**src/design/ctg_pkg.sv**
```systemverilog
// ----------------------------------------------------------------------------
// ctg_pkg: shared types and constants for the cubic trajectory generator
// Pose and result payloads, plus the job record passed from front to back.
// ----------------------------------------------------------------------------
package ctg_pkg;

    localparam int POS_W  = 32;          // Q16.16 pose field
    localparam int DIFF_W = POS_W + 1;   // end minus start, no overflow
    localparam int IDX_W  = 6;           // point index / span
    localparam int CNT_W  = 7;           // point_count register

    localparam logic [CNT_W-1:0] COUNT_RESET = 7'd16;

    typedef struct packed {
        logic signed [POS_W-1:0] start_x;
        logic signed [POS_W-1:0] start_y;
        logic signed [POS_W-1:0] start_heading;
        logic signed [POS_W-1:0] end_x;
        logic signed [POS_W-1:0] end_y;
        logic signed [POS_W-1:0] end_heading;
    } in_item_t;

    typedef struct packed {
        logic [IDX_W-1:0]        point_index;
        logic signed [POS_W-1:0] pos_x;
        logic signed [POS_W-1:0] pos_y;
        logic signed [POS_W-1:0] pos_heading;
        logic                    last_point;
    } result_t;

    // One queued trajectory: start pose, per-axis span and point_count - 1
    typedef struct packed {
        logic signed [POS_W-1:0]  start_x;
        logic signed [POS_W-1:0]  start_y;
        logic signed [POS_W-1:0]  start_heading;
        logic signed [DIFF_W-1:0] diff_x;
        logic signed [DIFF_W-1:0] diff_y;
        logic signed [DIFF_W-1:0] diff_heading;
        logic [IDX_W-1:0]         span;
    } job_t;

endpackage

```
**src/design/ctg_front.sv**
```systemverilog
// ----------------------------------------------------------------------------
// ctg_front: command intake
// Takes a pose pair, forms the 33-bit axis differences and the clamped span,
// and holds the job until the queue has room.
// ----------------------------------------------------------------------------
module ctg_front #(
    parameter int MAX_POINTS = 64
) (
    input  logic                        clk,
    input  logic                        rst_n,
    input  logic                        start,
    output logic                        busy,
    input  ctg_pkg::in_item_t           pose,
    input  logic [ctg_pkg::CNT_W-1:0]   point_count,
    input  logic                        q_full,
    output logic                        push,
    output ctg_pkg::job_t               job
);
    import ctg_pkg::*;

    logic             job_valid_reg;
    logic             job_valid_next;
    job_t             job_reg;
    job_t             job_next;
    logic             accept;
    logic [CNT_W-1:0] n_eff;

    assign busy   = job_valid_reg && q_full;
    assign accept = start && !busy;
    assign push   = job_valid_reg && !q_full;
    assign job    = job_reg;

    // counts below two act as two, above the maximum as the maximum
    always_comb
    begin
        if (point_count < CNT_W'(2))
            n_eff = CNT_W'(2);
        else if (point_count > CNT_W'(MAX_POINTS))
            n_eff = CNT_W'(MAX_POINTS);
        else
            n_eff = point_count;
    end

    always_comb
    begin
        job_next               = job_reg;
        job_next.start_x       = pose.start_x;
        job_next.start_y       = pose.start_y;
        job_next.start_heading = pose.start_heading;
        job_next.diff_x        = DIFF_W'($signed(pose.end_x))
                                 - DIFF_W'($signed(pose.start_x));
        job_next.diff_y        = DIFF_W'($signed(pose.end_y))
                                 - DIFF_W'($signed(pose.start_y));
        job_next.diff_heading  = DIFF_W'($signed(pose.end_heading))
                                 - DIFF_W'($signed(pose.start_heading));
        job_next.span          = IDX_W'(n_eff - CNT_W'(1));
    end

    always_comb
    begin
        if (accept)
            job_valid_next = 1'b1;
        else if (push)
            job_valid_next = 1'b0;
        else
            job_valid_next = job_valid_reg;
    end

    always_ff @(posedge clk or negedge rst_n)
    begin
        if (!rst_n)
            job_valid_reg <= 1'b0;
        else
            job_valid_reg <= job_valid_next;
    end

    always_ff @(posedge clk)
    begin
        if (accept)
            job_reg <= job_next;
    end

endmodule

```
**config.mk**
```make
export PLATFORM = sky130hd
export DESIGN_NAME = ctg_front
export DESIGN_NICKNAME = d
export VERILOG_FILES = /design/src/design/ctg_pkg.sv /design/src/design/ctg_front.sv
export SDC_FILE = /design/constraint.sdc
export NUM_CORES = 1
export LEC_CHECK = 0
export ABC_AREA = 0
export BUFFER_PORTS_ARGS = -buffer_cell sky130_fd_sc_hd__clkbuf_2
export CAP_MARGIN = 15
export CORE_ASPECT_RATIO = 0.5
export CORE_MARGIN = 1
export CORE_UTILIZATION = 30
export CTS_CLUSTER_DIAMETER = 150
export DETAILED_ROUTE_END_ITERATION = 8
export GPL_ROUTABILITY_DRIVEN = 0
export SLEW_MARGIN = 20
export SYNTH_ARGS = -nofsm -noshare
export SYNTH_HDL_FRONTEND = slang
export SYNTH_SLANG_ARGS = --single-unit
export TNS_END_PERCENT = 20
```
**constraint.sdc**
```tcl
create_clock -name clk -period 9.87 [get_ports clk]
set_input_delay 0.4935 -clock clk [delete_from_list [all_inputs] [get_ports clk]]
set_output_delay 0.4935 -clock clk [all_outputs]
set_load 0.01 [all_outputs]
```
Word-level counts from Yosys, hierarchy flattened
Cells that the tools add are included.
{ "classes": {"add_sub_neg": 4, "order_cmp": 2, "n_mux": 4, "reduce_logical": 6} }
{ "op_table": {"columns": ["op", "count"], "rows": [
  ["32-bit by 32-bit subtractor with 33-bit output", 3],
  ["6-bit two-way mux", 2],
  ["7-bit greater-than comparator, second input constant", 1],
  ["7-bit by 2-bit less-than comparator with 1-bit output, second input constant", 1],
  ["6-bit by 1-bit subtractor with 6-bit output, second input constant", 1],
  ["1-bit logical AND", 3],
  ["1-bit zero test", 2],
  ["1-bit two-way mux", 2],
  ["2-bit nonzero test", 1]
]} }
{ "word_totals": {"ff_bits": 202, "inputBits": 203, "wordCells": 24} }

Logic depth before layout (Yosys ltp)
{ "depth": {"depth_word": 4, "ltp_mapped": 11, "mapped_depth_nobuf": 11} }

Least setup slack after synthesis
OpenSTA, ideal clock, no wires.
{ "synth_timing": {"path_type": "input-to-reg", "from": "input port q_full", "to": "register job_reg (netlist bit job[0]), enable pin", "t_arrival_ps": 9528, "required_ps": 9082, "setup_slack_ps": -446, "cell_stages": 2, "cell_sequence": "and2_1 > nor2b_1"} }
{ "synth_via": {"elab_chain_len": 3} }
{ "synth_lines": {"columns": ["element", "line_no", "text"], "rows": [
  ["start: declaration", "ctg_front.sv:15", "input logic q_full,"],
  ["1-bit logical AND", "ctg_front.sv:28", "assign busy = job_valid_reg && q_full;"],
  ["1-bit zero test", "ctg_front.sv:29", "assign accept = start && !busy;"],
  ["1-bit logical AND", "ctg_front.sv:29", null],
  ["via accept", "ctg_front.sv:25", "logic accept;"],
  ["end signal: assignment", "ctg_front.sv:80", "job_reg <= job_next;"],
  ["end: declaration", "ctg_front.sv:23", "job_t job_reg;"]
]} }
The timed path passes the listed nets, and every way through them passes these cells.
A chain may end at the register's enable or synchronous reset.

Final worst setup path
{ "layout_timing": {"from": "register job_valid_reg", "to": "register job_reg (netlist bit job[171]), enable pin"} }
{ "layout_via": {"elab_chain_len": 3} }
{ "layout_lines": {"columns": ["element", "line_no", "text"], "rows": [
  ["start: declaration", "ctg_front.sv:21", "logic job_valid_reg;"],
  ["start signal: assignment", "ctg_front.sv:74", "job_valid_reg <= job_valid_next;"],
  ["1-bit logical AND", "ctg_front.sv:28", null],
  ["1-bit zero test", "ctg_front.sv:29", null],
  ["1-bit logical AND", "ctg_front.sv:29", null],
  ["via accept", "ctg_front.sv:25", null]
]} }
The timed path passes the listed nets, and every way through them passes these cells.

==> impl_metrics.json <==
{
  "dieWidth_microns": 279,
  "cp_cell_sequence": "and2_1 -> nor2b_4 -> buf_4 -> buf_4",
  "setup_violations": 0,
  "wl_per_cell_microns": 17.3,
  "crit_path_top_delay_cell": "buf_4",
  "critPathMostFrequentCell": "buf_4",
  "routed_wl_mm": 34.3,
  "slew_headroom": 0.334,
  "worstMarginPinSlew_ns": 0.999,
  "drtIter0Drc": 463,
  "cp-startpoint": "job_valid_reg",
  "post_cts_buffers": 0,
  "setup_tns_ns": 0,
  "ff2ff_path_depth": 4,
  "rr_startpoint": "job_valid_reg",
  "irDropWorstVdd_uv": 116,
  "pwr-share-seq": 0.419,
  "viasPerCell": 4.65,
  "swShare": 0.280,
  "clk_pin_slew_ns": 0.07,
  "cap_viol_max_count": 0,
  "rsz0062_at_grt": "no",
  "ys_async_sr_fraction": 0.00495,
  "num_antenna_cells": 0,
  "synth.distinct_cells": 71,
  "cp-start-kind": "register",
  "p_leak_nw": 6.83,
  "vias": 9209,
  "whs_path_depth": 1,
  "clockBufferDepth": 3,
  "timing.final.ws_setup_ns": 7.12,
  "fin_crit_ns": 2.75,
  "synth_top_area_cell": "edfxtp_1",
  "die_area_sq_mm": 0.0393,
  "grt_pass1_vias": 9093,
  "min_from": "pose[163]",
  "syn_nets": 1326,
  "syn_area_sq_mm": 0.0115,
  "comb_power_share": 0.223,
  "synth-edff-count": 201,
  "grt_pass1_wl_mm": 51.1,
  "fin_worst_skew_ns": 0.00623,
  "ioPinCount": 406,
  "ys.warnings.count": 0,
  "largest_register_ffs": 201,
  "yosysSeqAreaShare": 0.525,
  "p_clk_frac": 0.359,
  "dpl_worst_slack_ns": 6.79,
  "max_stage_delay_ns": 0.89,
  "num_rows": 50,
  "drtAntennaViolNets": 0,
  "drive_gt1_frac": 0.323,
  "hp-class": "in -> reg",
  "drc": 0,
  "initial_core_util": 0.306,
  "final_nets": 1747,
  "status": "finished clean",
  "synth_top_area_frac": 0.523,
  "synth_common_cells": "edfxtp_1, inv_1, ha_1",
  "power.internal_w": 0.00183,
  "clock-sinks": 202,
  "fin_crit_sh": 0.279,
  "syn-instance-count": 1023,
  "grt_max_degree": 75,
  "clk_latency_ns": 0.52,
  "hold_violations": 0,
  "synthMostInstantiatedCell": "edfxtp_1",
  "cts_buffers": 22,
  "max_freq_mhz": 363,
  "endpoint_kind": "register",
  "drv_slew": 0,
  "powerDensity_mw_per_mm2": 170,
  "cts_tree": "built",
  "syn2layout_area_growth_pct": 30.0,
  "first_pass_iters": 4,
  "crit_type": "reg -> reg",
  "grt_remaining_overflow": 0,
  "ys_ff_latch": 202,
  "die_h_microns": 141,
  "cts_resized": 0,
  "core_sq_mm": 0.0377,
  "cp.required_ns": 10.00,
  "root_buffer": "clkbuf_16",
  "antenna_found_initial": 0,
  "cts_hold_buf": 1,
  "p_switching_w": 0.000713,
  "portBuffers": 405,
  "critical_path_arrival_ns": 2.89,
  "htreeDepth": 1,
  "synth_ff_type": "edfxtp_1",
  "path_max_fanout": 74,
  "avgSynthCellArea_sq_um": 11.3,
  "hpwl_mm": 27.9,
  "netlist_top_cells_area": "edfxtp_1, ha_1, xnor2_1",
  "groute.usage.overall": 0.168
}
-- final cells by class --
| type | count | area, sq um |
|---|---|---|
| clock buffer | 25 | 583 |
| clock inverter | 15 | 204 |
| fill | 3770 | 22700 |
| inverter | 131 | 492 |
| multi-input combinational | 678 | 4950 |
| sequential | 202 | 6060 |
| tap | 520 | 651 |
| timing repair buffer | 409 | 2060 |
-- kinds of logic after synthesis --
group                    Yosys count  share of synthesized area
AO/OA/AOI/OAI                    280                      0.163
AND/OR/NAND/NOR                  212                     0.0892
XOR/XNOR                          84                     0.0638
buffers and inverters            143                     0.0465
adder cells (fa/ha/maj)          100                      0.110
multiplexers                       2                    0.00173
flip-flops                       202                      0.525
-- worst max-delay path, delay by kind of cell, from the launching register on --
kind	cells	cell delay, ns
buf+inv	2	1.60
flops	1	0.38
simple gates	2	0.30
-- metal layers --
metal | GRT usage | vias up | part of all wire | wire, microns
li1 | - | 4602 | - | -
met1 | 0.196 | 4399 | 0.40 | 13900
met2 | 0.317 | 154 | 0.53 | 18300
met3 | 0.0224 | 54 | 0.032 | 1100
met4 | 0.0509 | 0 | 0.031 | 1050
met5 | 0 | - | 0 | 0
-- placed cells by master (no fill, tap or decap), drive strengths merged, types with 11 or more instances in the layout --
master  count
ha         97
a21o       33
xor2       27
nand2      58
nand3      21
o21ai      50
nor2b      15
nor2       51
a21oi      92
o21bai     11
clkbuf    430
a31oi      12
o21a       16
xnor2      57
nor3       11
inv       131
edfxtp    201
-- final timing paths --
kind | endpoint | slack, ns
setup / recovery | job[171] | 7.12
hold / removal | job[172] | 0.16
setup reg to reg | job[171] | 7.12
hold reg to reg | job_valid_reg | 0.71
max in group asynchronous | job_valid_reg | 9.46
min in group asynchronous | job_valid_reg | 0.30
-- stage by stage --
stage | hold WS, ns | utilization | area (sq um) | power (W) | std cells
after floorplan | 0.198 | - | 11500 | 0.00144 | 1023
after global placement | 0.295 | 0.377 | 14200 | 0.00165 | 1939
after detailed placement | 0.290 | 0.377 | 14200 | 0.00165 | 1939
after CTS | 0.134 | 0.398 | 15000 | 0.00258 | 1980
after global routing | 0.139 | 0.398 | 15000 | 0.00267 | 1980
final | 0.163 | 0.398 | 15000 | 0.00255 | 1980
-- power by group through the flow --
stage          registers [W]  clock network, W  logic (W)
6_report             0.00107          0.000914   0.000567
5_1_grt              0.00107          0.000973   0.000623
4_1_cts              0.00107          0.000942   0.000571
3_5_place_dp         0.00108                 0   0.000568
3_3_place_gp         0.00108                 0   0.000566
2_1_floorplan        0.00113                 0   0.000315
Power figures use the tool's default switching activity.
