==> config.mk <==
export PLATFORM = sky130hd
export DESIGN_NAME = ctg_queue
export DESIGN_NICKNAME = d
export VERILOG_FILES = /design/src/design/ctg_pkg.sv /design/src/design/ctg_queue.sv
export SDC_FILE = /design/constraint.sdc
export NUM_CORES = 1
export LEC_CHECK = 0
export ABC_AREA = 1
export BUFFER_PORTS_ARGS = -buffer_cell sky130_fd_sc_hd__buf_4
export CELL_PAD_IN_SITES_DETAIL_PLACEMENT = 1
export CELL_PAD_IN_SITES_GLOBAL_PLACEMENT = 1
export CORE_MARGIN = 1
export CORE_UTILIZATION = 38
export DETAILED_ROUTE_END_ITERATION = 7
export PLACE_DENSITY = 0.83
export SLEW_MARGIN = 15
export SYNTH_ARGS = -nofsm -noshare
export SYNTH_HDL_FRONTEND = slang
export SYNTH_SLANG_ARGS = --single-unit
export TNS_END_PERCENT = 20
==> constraint.sdc <==
create_clock -name clk -period 9.86 [get_ports clk]
set_input_delay 2.958 -clock clk [delete_from_list [all_inputs] [get_ports clk]]
set_output_delay 2.958 -clock clk [all_outputs]
set_load 0.01 [all_outputs]
==> src/design/ctg_pkg.sv <==
// ----------------------------------------------------------------------------
// ctg_pkg: shared types and constants for the cubic trajectory generator
// Pose and result payloads, plus the job record passed from front to back.
// ----------------------------------------------------------------------------
package ctg_pkg;

    localparam int POS_W  = 32;          // Q16.16 pose field
    localparam int DIFF_W = POS_W + 1;   // end minus start, no overflow
    localparam int IDX_W  = 6;           // point index / span
    localparam int CNT_W  = 7;           // point_count register

    localparam logic [CNT_W-1:0] COUNT_RESET = 7'd16;

    typedef struct packed {
        logic signed [POS_W-1:0] start_x;
        logic signed [POS_W-1:0] start_y;
        logic signed [POS_W-1:0] start_heading;
        logic signed [POS_W-1:0] end_x;
        logic signed [POS_W-1:0] end_y;
        logic signed [POS_W-1:0] end_heading;
    } in_item_t;

    typedef struct packed {
        logic [IDX_W-1:0]        point_index;
        logic signed [POS_W-1:0] pos_x;
        logic signed [POS_W-1:0] pos_y;
        logic signed [POS_W-1:0] pos_heading;
        logic                    last_point;
    } result_t;

    // One queued trajectory: start pose, per-axis span and point_count - 1
    typedef struct packed {
        logic signed [POS_W-1:0]  start_x;
        logic signed [POS_W-1:0]  start_y;
        logic signed [POS_W-1:0]  start_heading;
        logic signed [DIFF_W-1:0] diff_x;
        logic signed [DIFF_W-1:0] diff_y;
        logic signed [DIFF_W-1:0] diff_heading;
        logic [IDX_W-1:0]         span;
    } job_t;

endpackage

==> src/design/ctg_queue.sv <==
// ----------------------------------------------------------------------------
// ctg_queue: job queue
// Small register FIFO between intake and point generation.
// ----------------------------------------------------------------------------
module ctg_queue #(
    parameter int DEPTH = 2
) (
    input  logic           clk,
    input  logic           rst_n,
    input  logic           push,
    input  ctg_pkg::job_t  push_job,
    output logic           full,
    input  logic           pop,
    output ctg_pkg::job_t  head,
    output logic           empty
);
    import ctg_pkg::*;

    localparam int PTR_W = (DEPTH > 1) ? $clog2(DEPTH) : 1;
    localparam int OCC_W = $clog2(DEPTH + 1);

    job_t             entry_reg [DEPTH];
    logic [PTR_W-1:0] wr_ptr_reg;
    logic [PTR_W-1:0] wr_ptr_next;
    logic [PTR_W-1:0] rd_ptr_reg;
    logic [PTR_W-1:0] rd_ptr_next;
    logic [OCC_W-1:0] occ_reg;
    logic [OCC_W-1:0] occ_next;
    logic             do_push;
    logic             do_pop;

    assign full    = (occ_reg == OCC_W'(DEPTH));
    assign empty   = (occ_reg == '0);
    assign do_push = push && !full;
    assign do_pop  = pop && !empty;
    assign head    = entry_reg[rd_ptr_reg];

    always_comb
    begin
        wr_ptr_next = wr_ptr_reg;
        rd_ptr_next = rd_ptr_reg;
        occ_next    = occ_reg;
        if (do_push)
            wr_ptr_next = (wr_ptr_reg == PTR_W'(DEPTH - 1)) ? '0 : wr_ptr_reg + PTR_W'(1);
        if (do_pop)
            rd_ptr_next = (rd_ptr_reg == PTR_W'(DEPTH - 1)) ? '0 : rd_ptr_reg + PTR_W'(1);
        if (do_push && !do_pop)
            occ_next = occ_reg + OCC_W'(1);
        else if (do_pop && !do_push)
            occ_next = occ_reg - OCC_W'(1);
    end

    always_ff @(posedge clk or negedge rst_n)
    begin
        if (!rst_n)
        begin
            wr_ptr_reg <= '0;
            rd_ptr_reg <= '0;
            occ_reg    <= '0;
        end
        else
        begin
            wr_ptr_reg <= wr_ptr_next;
            rd_ptr_reg <= rd_ptr_next;
            occ_reg    <= occ_next;
        end
    end

    always_ff @(posedge clk)
    begin
        if (do_push)
            entry_reg[wr_ptr_reg] <= push_job;
    end

    // intake only pushes into free space
    a_no_overflow: assert property (@(posedge clk) disable iff (!rst_n)
        !(push && full))
        else $error("job pushed into a full queue");

endmodule

; After elaboration in Yosys (flattened, before gate mapping)
; Memory sizes are Yosys's and may differ from the RTL's.
; Cells that the tools add are included.
[classes]
add_sub_neg = 4
eq_ne = 1
mux = 6
n_reduce_logical = 10
[op_table]
columns = op, count
row1 = $logic_and A1 B1 Y1, 4
row2 = $logic_not A1 Y1, 4
row3 = $mux W1, 4
row4 = $mux W2, 2
row5 = $add A1 B1 Y1 const B, 2
row6 = $add A2 B1 Y2 const B, 1
row7 = $eq A2 B2 Y1 const B, 1
row8 = $logic_not A2 Y1, 1
row9 = $reduce_bool A2 Y1, 1
row10 = $sub A2 B1 Y2 const B, 1
[totals]
regBits = 4
ramBits = 402
output_inout_bits = 203
word_cells = 25
mem_count = 1
[memory_table]
columns = name, words, word_bits, rd, rd_ports_with_merged_regs, write_ports, line
row1 = entry_reg, 2, 201, 1, 0, 1, ctg_queue.sv:22  ; job_t entry_reg [DEPTH];

; Logic depth before layout (Yosys ltp)
; Gate-level depths: netlist of the first run.
[logic_depth]
word_depth = 7
ltp_mapped = 9
ltp_nobuf = 9

; Least setup slack after synthesis of the first run
; OpenSTA, ideal clock, no wires.
[synth_timing]
path_kind = input to register
startpoint = input port push
endpoint = memory entry_reg[1][0] in the netlist's numbering (enable)
setup_ns = 0.766
arrival_time_ns = 11.396
required_ns = 9.094
setup_slack_ns = -2.301
cell_stages = 2
n_path_buf = 0
cell_sequence = o21ai_0 nor2_1
[synth_via]
elab_chain_len = 3
[synth_rtl]
columns = element, line
row1 = start: declaration, ctg_queue.sv:10  ; input logic push,
row2 = $logic_and A1 B1 Y1, ctg_queue.sv:34  ; assign do_push = push && !full;
row3 = $mux W1, ctg_queue.sv:71  ; if (do_push)
row4 = $mux W1 (not written as such), ctg_queue.sv:72  ; entry_reg[wr_ptr_reg] <= push_job;
row5 = end: declaration, ctg_queue.sv:22
; No other way between the ends.

==> results of run 1 <==
-- per-stage QoR --
stage / util, % / std cells / instance area (sq um) / hold slack (ns)
final: 51.1 / 2047 / 19700 / 0.494
after global routing: 51.1 / 2046 / 19700 / 0.531
after CTS: 51.1 / 2045 / 19700 / 0.497
after detailed placement: 47.5 / 1969 / 18300 / 0.482
after global placement: 47.5 / 1969 / 18300 / 0.464
after floorplan: - / 1082 / 14900 / 0.449
-- cells in the mapped netlist --
cell type / number / area (sq um)
sky130_fd_sc_hd__nand2_1: 612 / 2300
sky130_fd_sc_hd__edfxtp_1: 402 / 12100
sky130_fd_sc_hd__buf_2: 22 / 110
sky130_fd_sc_hd__buf_6: 20 / 225
sky130_fd_sc_hd__inv_1: 7 / 26.3
sky130_fd_sc_hd__dfrtp_1: 4 / 100
sky130_fd_sc_hd__nor2_1: 4 / 15.0
sky130_fd_sc_hd__buf_4: 3 / 22.5
sky130_fd_sc_hd__o21ai_0: 2 / 10.0
sky130_fd_sc_hd__ha_1: 1 / 12.5
sky130_fd_sc_hd__inv_4: 1 / 6.26
sky130_fd_sc_hd__nand3_1: 1 / 5.00
sky130_fd_sc_hd__nand3b_1: 1 / 7.51
sky130_fd_sc_hd__nand4_1: 1 / 6.26
sky130_fd_sc_hd__xnor2_1: 1 / 8.76
-- power groups by stage --
stage                     sequential, uW  clock (uW)  combinational, uW
final                               2510        1610               2040
after global routing                2540        1690               2230
after CTS                           2520        1640               2090
after detailed placement            2540           0               2060
after global placement              2510           0               1990
after floorplan                     2530           0               1090
-- area by class of cell --
class / count / area (sq um)
Fill cell: 3954 / 18900
Tap cell: 518 / 648
Timing Repair Buffer: 414 / 3110
Antenna cell: 2 / 5.00
Multi-Input combinational cell: 623 / 2370
Sequential cell: 406 / 12200
Clock inverter: 28 / 253
Clock buffer: 48 / 1140
Inverter: 8 / 42.5
-- path summary, 6_finish.rpt --
path	startpoint	endpoint	slack (ns)
min	wr_ptr_reg	wr_ptr_reg	0.49
max	rd_ptr_reg	head[171]	3.37
max reg2reg	occ_reg[0]	entry_reg[1][35]	6.65
min reg2reg	wr_ptr_reg	wr_ptr_reg	0.49
max in group asynchronous	rst_n	rd_ptr_reg	7.55
min in group asynchronous	rst_n	occ_reg[0]	2.19
-- routing by layer --
layer  up-vias  share of wire, %
met4         2               2.7
met5         -             0.026
met3        71               9.4
met2       417                51
li1       4480                 -
met1      4752                37
-- worst reg2reg max path, stage by stage (launching register included) --
cell	delay [ns]
sky130_fd_sc_hd__dfrtp_1	0.47
sky130_fd_sc_hd__o21ai_0	0.23
sky130_fd_sc_hd__nor2_4	0.59
sky130_fd_sc_hd__buf_4	0.60
sky130_fd_sc_hd__buf_4	0.85
-- cell families after synthesis --
family	Yosys count
AND/OR/NAND/NOR	619
flip-flops	406
buffers and inverters	53
AO/OA/AOI/OAI	2
XOR/XNOR	1
adder cells (fa/ha/maj)	1
==> impl_metrics.yaml, run 1 <==
critical_path:
  timing.critical_path.slowest_stage_cell: "sky130_fd_sc_hd__inv_6"
  critical_path_sink_type: "primary output"
  crit_buf_inv: 3
  rr_worst_depth: 4
  critical_path_peak_fanout: 130
  worstPathCellList: "inv_6 > buf_4 > nand2_1 > nand2_1 > buf_4"
  critical_path_cell_count: 5
  cp_data_arrival_time_ns: 3.53
  timing.setup.critical_path_class: "reg -> out"
  crit_path_start_kind: "flop"
  critical-path-top-delay-family: "buffers and inverters"
  worst_ep_required_time_ns: 6.90
  crit_path_max_incr_delay_ns: 0.80
run_status:
  outcome: "finished clean"
grt:
  global_route.usage.met1_pct: 23.6
  grt_overflow_total: 0
  met3_usage_pct: 6.75
  grt_max_degree: 138
  groute.layer.met2.usage_pct: 35.6
  grt_antenna_before_repair: 3
  via_count_of_the_first_global_routing_pass: 10500
  gr-max-usage-layer: "met2"
  gr_util_all_layers_pct: 20.6
  first_pass_grt_wire_length_mm: 62.4
logic_synthesis:
  ys.warnings.count: 0
  adder_cell_share_of_the_synthesized_area_pct: 0.0838
  synthCells: 1082
  synth-compound-area-share_pct: 0.0671
  postSynthAreaPerCell_sq_um: 13.8
  post_synth_mux_area_share_pct: 0
  ys_seq_elements: 406
  seq_area_frac_synth_pct: 81.6
  post_synth_num_cell_types: 15
  synth_top_family_by_area: "simple AND/OR/NAND/NOR gates"
  synthesis.area_sq_um: 14900
  simple_gate_share_of_the_synthesized_area_pct: 15.6
  parity_gate_share_of_the_synthesized_area_counting_xor_and_xnor_cells_pct: 0.0587
  synth_fp_nets: 1288
clocking:
  tritoncts_clock_tree: "done"
  clock_latency_ns: 0.55
  post_cts_resized: 0
  clk_root_buffer_cell: "sky130_fd_sc_hd__clkbuf_16"
  cts_max_level: 2
  post_cts_buffers: 0
  clk_pin_slew_ns: 0.06
  cts-hold-fix-buffers: 0
  cts_made_buffers: 42
  cts.path.max_buffers: 3
  cts_num_sinks: 406
power_and_ir_drop:
  power.total_uw: 6160
  p_clk_share_pct: 26.1
  total_switching_power_uw: 2070
  vdd.ir_drop.worst_uv: 196
  power_frac_seq_pct: 40.8
  p_sw_share_pct: 33.6
  leakage_power_total_uw: 0.00834
  power.combinational.fraction_pct: 33.2
  p_per_area_nw_per_um2: 312
  p_int_uw: 4090
place:
  port-buffer-count: 407
  place_congestion: 0.826
  place.detailed.hpwl_mm: 27.4
  pre_cts_ws_ns: 3.98
layout:
  layout.cells.most_common: "sky130_fd_sc_hd__nand2_1"
  synthesis_to_finish_area_growth_pct: 32.3
  finish.net_count: 1701
  fraction_of_final_layout_cells_with_drive_strength_greater_than_1_pct: 31.3
  largest_reg_flops: 402
  most_frequent_cells_in_the_layout: "612 x sky130_fd_sc_hd__nand2_1, 414 x sky130_fd_sc_hd__buf_4, 402 x sky130_fd_sc_hd__edfxtp_1, 45 x sky130_fd_sc_hd__clkbuf_16, 13 x sky130_fd_sc_hd__clkinv_1"
min_path:
  worst_hold_path.num_cells: 2
  timing.hold.worst.class: "reg -> reg"
timing:
  min_period_over_period_pct: 65.8
  rsz_0062_raised_after_global_routing: "no"
  maxSlewHeadroom_pct: 26.9
  clock_skew_ns: 0.0135
  max_freq_mhz: 154
  worst_slew_pin_slew_ns: 1.10
  final_max_slew_viol_count: 0
  finalSetupTns_ns: 0
  finalCriticalPeriod_ns: 6.49
  final-setup-viol-count: 0
  worst_slack_ns: 3.37
  hold_viol_final: 0
floorplan:
  num_io_pins: 408
  die_h_microns: 200
  die_area_sq_um: 40100
  core_area_sq_um: 38600
  die_width_microns: 200
  floorplan.initialDensity_pct: 38.6
  std_cell_rows: 72
detailed_routing:
  route.antenna.remaining_nets: 0
  detail_route.iter0.violations: 626
  post_drt_wl_per_cell_microns: 20.3
  route.final.wire_length_mm: 41.6
  num_vias: 9722
  post-route-drc-count: 0
  via_per_inst: 4.75
  drt-pass1-iter-count: 4
flow_run:
  max_cap_violations: 0
(Power assumes the default switching activity.)
==> run 2: changes to the inputs <==
CORE_UTILIZATION = 42   (was 38)
PLACE_DENSITY = 0.87   (was 0.83)
clock period = 6.8 ns   (was 9.86 ns; I/O delays follow)
==> impl_metrics.yaml, run 2 (synthesis results as in run 1) <==
layout:
  design_area_sq_um: 19700
  most_frequent_cells_in_the_layout: "612 x sky130_fd_sc_hd__nand2_1, 411 x sky130_fd_sc_hd__buf_4, 402 x sky130_fd_sc_hd__edfxtp_1, 45 x sky130_fd_sc_hd__clkbuf_16, 10 x sky130_fd_sc_hd__clkbuf_1"
  fillers: 3506
  finish.net_count: 1701
  layout.cells.most_common: "sky130_fd_sc_hd__nand2_1"
  largest_reg_flops: 402
  fraction_of_final_layout_cells_with_drive_strength_greater_than_1_pct: 31.3
  finish.cell_count_without_fillers: 1984
  synthesis_to_finish_area_growth_pct: 32.0
critical_path:
  critical-path-top-delay-family: "buffers and inverters"
  crit_path_start_kind: "flop"
  timing.critical_path.slowest_stage_cell: "sky130_fd_sc_hd__dfrtp_4"
  crit_path_max_incr_delay_ns: 0.57
  critical_path_sink_type: "primary output"
  worstPathCellList: "inv_6 > buf_12 > nand2_1 > nand2_1 > buf_4"
  crit_buf_inv: 3
  worst_path_most_repeated_cell: "sky130_fd_sc_hd__nand2_1"
  worst_ep_required_time_ns: 4.76
  cp_data_arrival_time_ns: 2.63
  timing.setup.critical_path_class: "reg -> out"
  critical_path_peak_fanout: 119
timing:
  clock_skew_ns: 0.0163
  finalCriticalPeriod_ns: 4.67
  final_max_slew_viol_count: 0
  maxSlewHeadroom_pct: 24.8
  hold_viol_final: 0
  min_period_over_period_pct: 68.6
  final-setup-viol-count: 0
  worst_slew_pin_slew_ns: 1.13
  finalSetupTns_ns: 0
  rsz_0062_raised_after_global_routing: "no"
  fin_worst_hold_slack_ns: 0.504
  max_freq_mhz: 214
floorplan:
  num_io_pins: 408
  die_width_microns: 191
  core_area_sq_um: 34700
  std_cell_rows: 68
  die_h_microns: 191
  die_area_sq_um: 36300
  floorplan.initialDensity_pct: 43.0
grt:
  grt_antenna_before_repair: 1
  via_count_of_the_first_global_routing_pass: 10700
  grt_overflow_total: 0
  gr_util_all_layers_pct: 23.2
  grt_max_degree: 129
  first_pass_grt_wire_length_mm: 62.1
clocking:
  clk_root_buffer_cell: "sky130_fd_sc_hd__clkbuf_16"
  cts_num_sinks: 406
  tritoncts_clock_tree: "done"
  post_cts_resized: 0
  cts.path.max_buffers: 3
  post_cts_buffers: 0
  cts_max_level: 2
  cts_made_buffers: 42
  clk_pin_slew_ns: 0.06
  cts-hold-fix-buffers: 0
  clock_latency_ns: 0.54
run_status:
  outcome: "finished clean"
power_and_ir_drop:
  leakage_power_total_uw: 0.00834
  p_per_area_nw_per_um2: 456
  vdd.ir_drop.worst_uv: 317
  power.total_uw: 8980
detailed_routing:
  route.antenna.remaining_nets: 0
  drt-pass1-iter-count: 4
  detail_route.iter0.violations: 501
  post_drt_wl_per_cell_microns: 21.6
  via_per_inst: 4.94
  route.final.wire_length_mm: 42.8
  num_vias: 9799
  post-route-drc-count: 0
place:
  placed_cells_incl_taps: 1906
  port-buffer-count: 407
  post_placement_cell_area_sq_um: 18300
  place.detailed.hpwl_mm: 28.1
  place_congestion: 0.830
flow_run:
  max_cap_violations: 0
min_path:
  timing.hold.worst.class: "reg -> reg"
## run 2: changes by cell type in the layout (fill, tap and decap cells not counted), sizes merged
cell      previous run  this run
clkinv              22        13
clkinvlp             0         3
diode                2         1
bufinv               5         4
clkbuf              48        56
## run 2: path summary, 6_finish.rpt
check | start | endpoint | slack (ns) | cells past startpoint
max in group asynchronous | rst_n | rd_ptr_reg | 5.38 | 1
setup reg to reg | occ_reg[0] | entry_reg[0][46] | 4.16 | 5
min in group asynchronous | rst_n | wr_ptr_reg | 1.30 | 1
hold reg to reg | wr_ptr_reg | wr_ptr_reg | 0.50 | 2
hold / removal | wr_ptr_reg | wr_ptr_reg | 0.50 | 2
setup / recovery | rd_ptr_reg | head[106] | 2.13 | 5
## run 2: per-layer routing
layer  track usage, %  vias to the layer above  wire length, microns
li1                 -                     4475                     -
met3             8.48                       81                  4380
met5                0                        -                     0
met1             25.0                     4798                 15200
met2             41.2                      445                 21900
met4             8.58                        0                  1320
## run 2: cell type report
| type | count | area [sq um] | area share (%) |
|---|---|---|---|
| multi-input combinational | 623 | 2370 | 12.0 |
| tap | 455 | 569 | 2.89 |
| inverter | 8 | 42.5 | 0.216 |
| timing repair buffer | 414 | 3150 | 16.0 |
| sequential | 406 | 12200 | 61.8 |
| clock buffer | 56 | 1180 | 5.98 |
| antenna | 1 | 2.50 | 0.0127 |
| clock inverter | 21 | 214 | 1.09 |
## run 2: where the power goes
| part | leakage, uW | internal [uW] | total [uW] | switching [uW] |
|---|---|---|---|---|
| clock network | 0.000671 | 1370 | 2320 | 945 |
| registers | 0.00379 | 3420 | 3590 | 170 |
| logic | 0.00388 | 1140 | 3080 | 1930 |
| total | 0.00834 | 5940 | 8980 | 3050 |
## run 2: per-stage QoR
stage                     setup WS, ns  util (%)
final                             2.13      56.7
after global routing              1.94      56.7
after CTS                         2.09      56.7
after detailed placement          2.69      52.7
after global placement            2.71      52.7
after floorplan                 0.0792         -
## run 2: worst min-delay path, cell delays in order, from the launching register on
cell and delay, ns:
sky130_fd_sc_hd__dfrtp_1 0.34, sky130_fd_sc_hd__nand2_1 0.06, sky130_fd_sc_hd__nand2_1 0.07
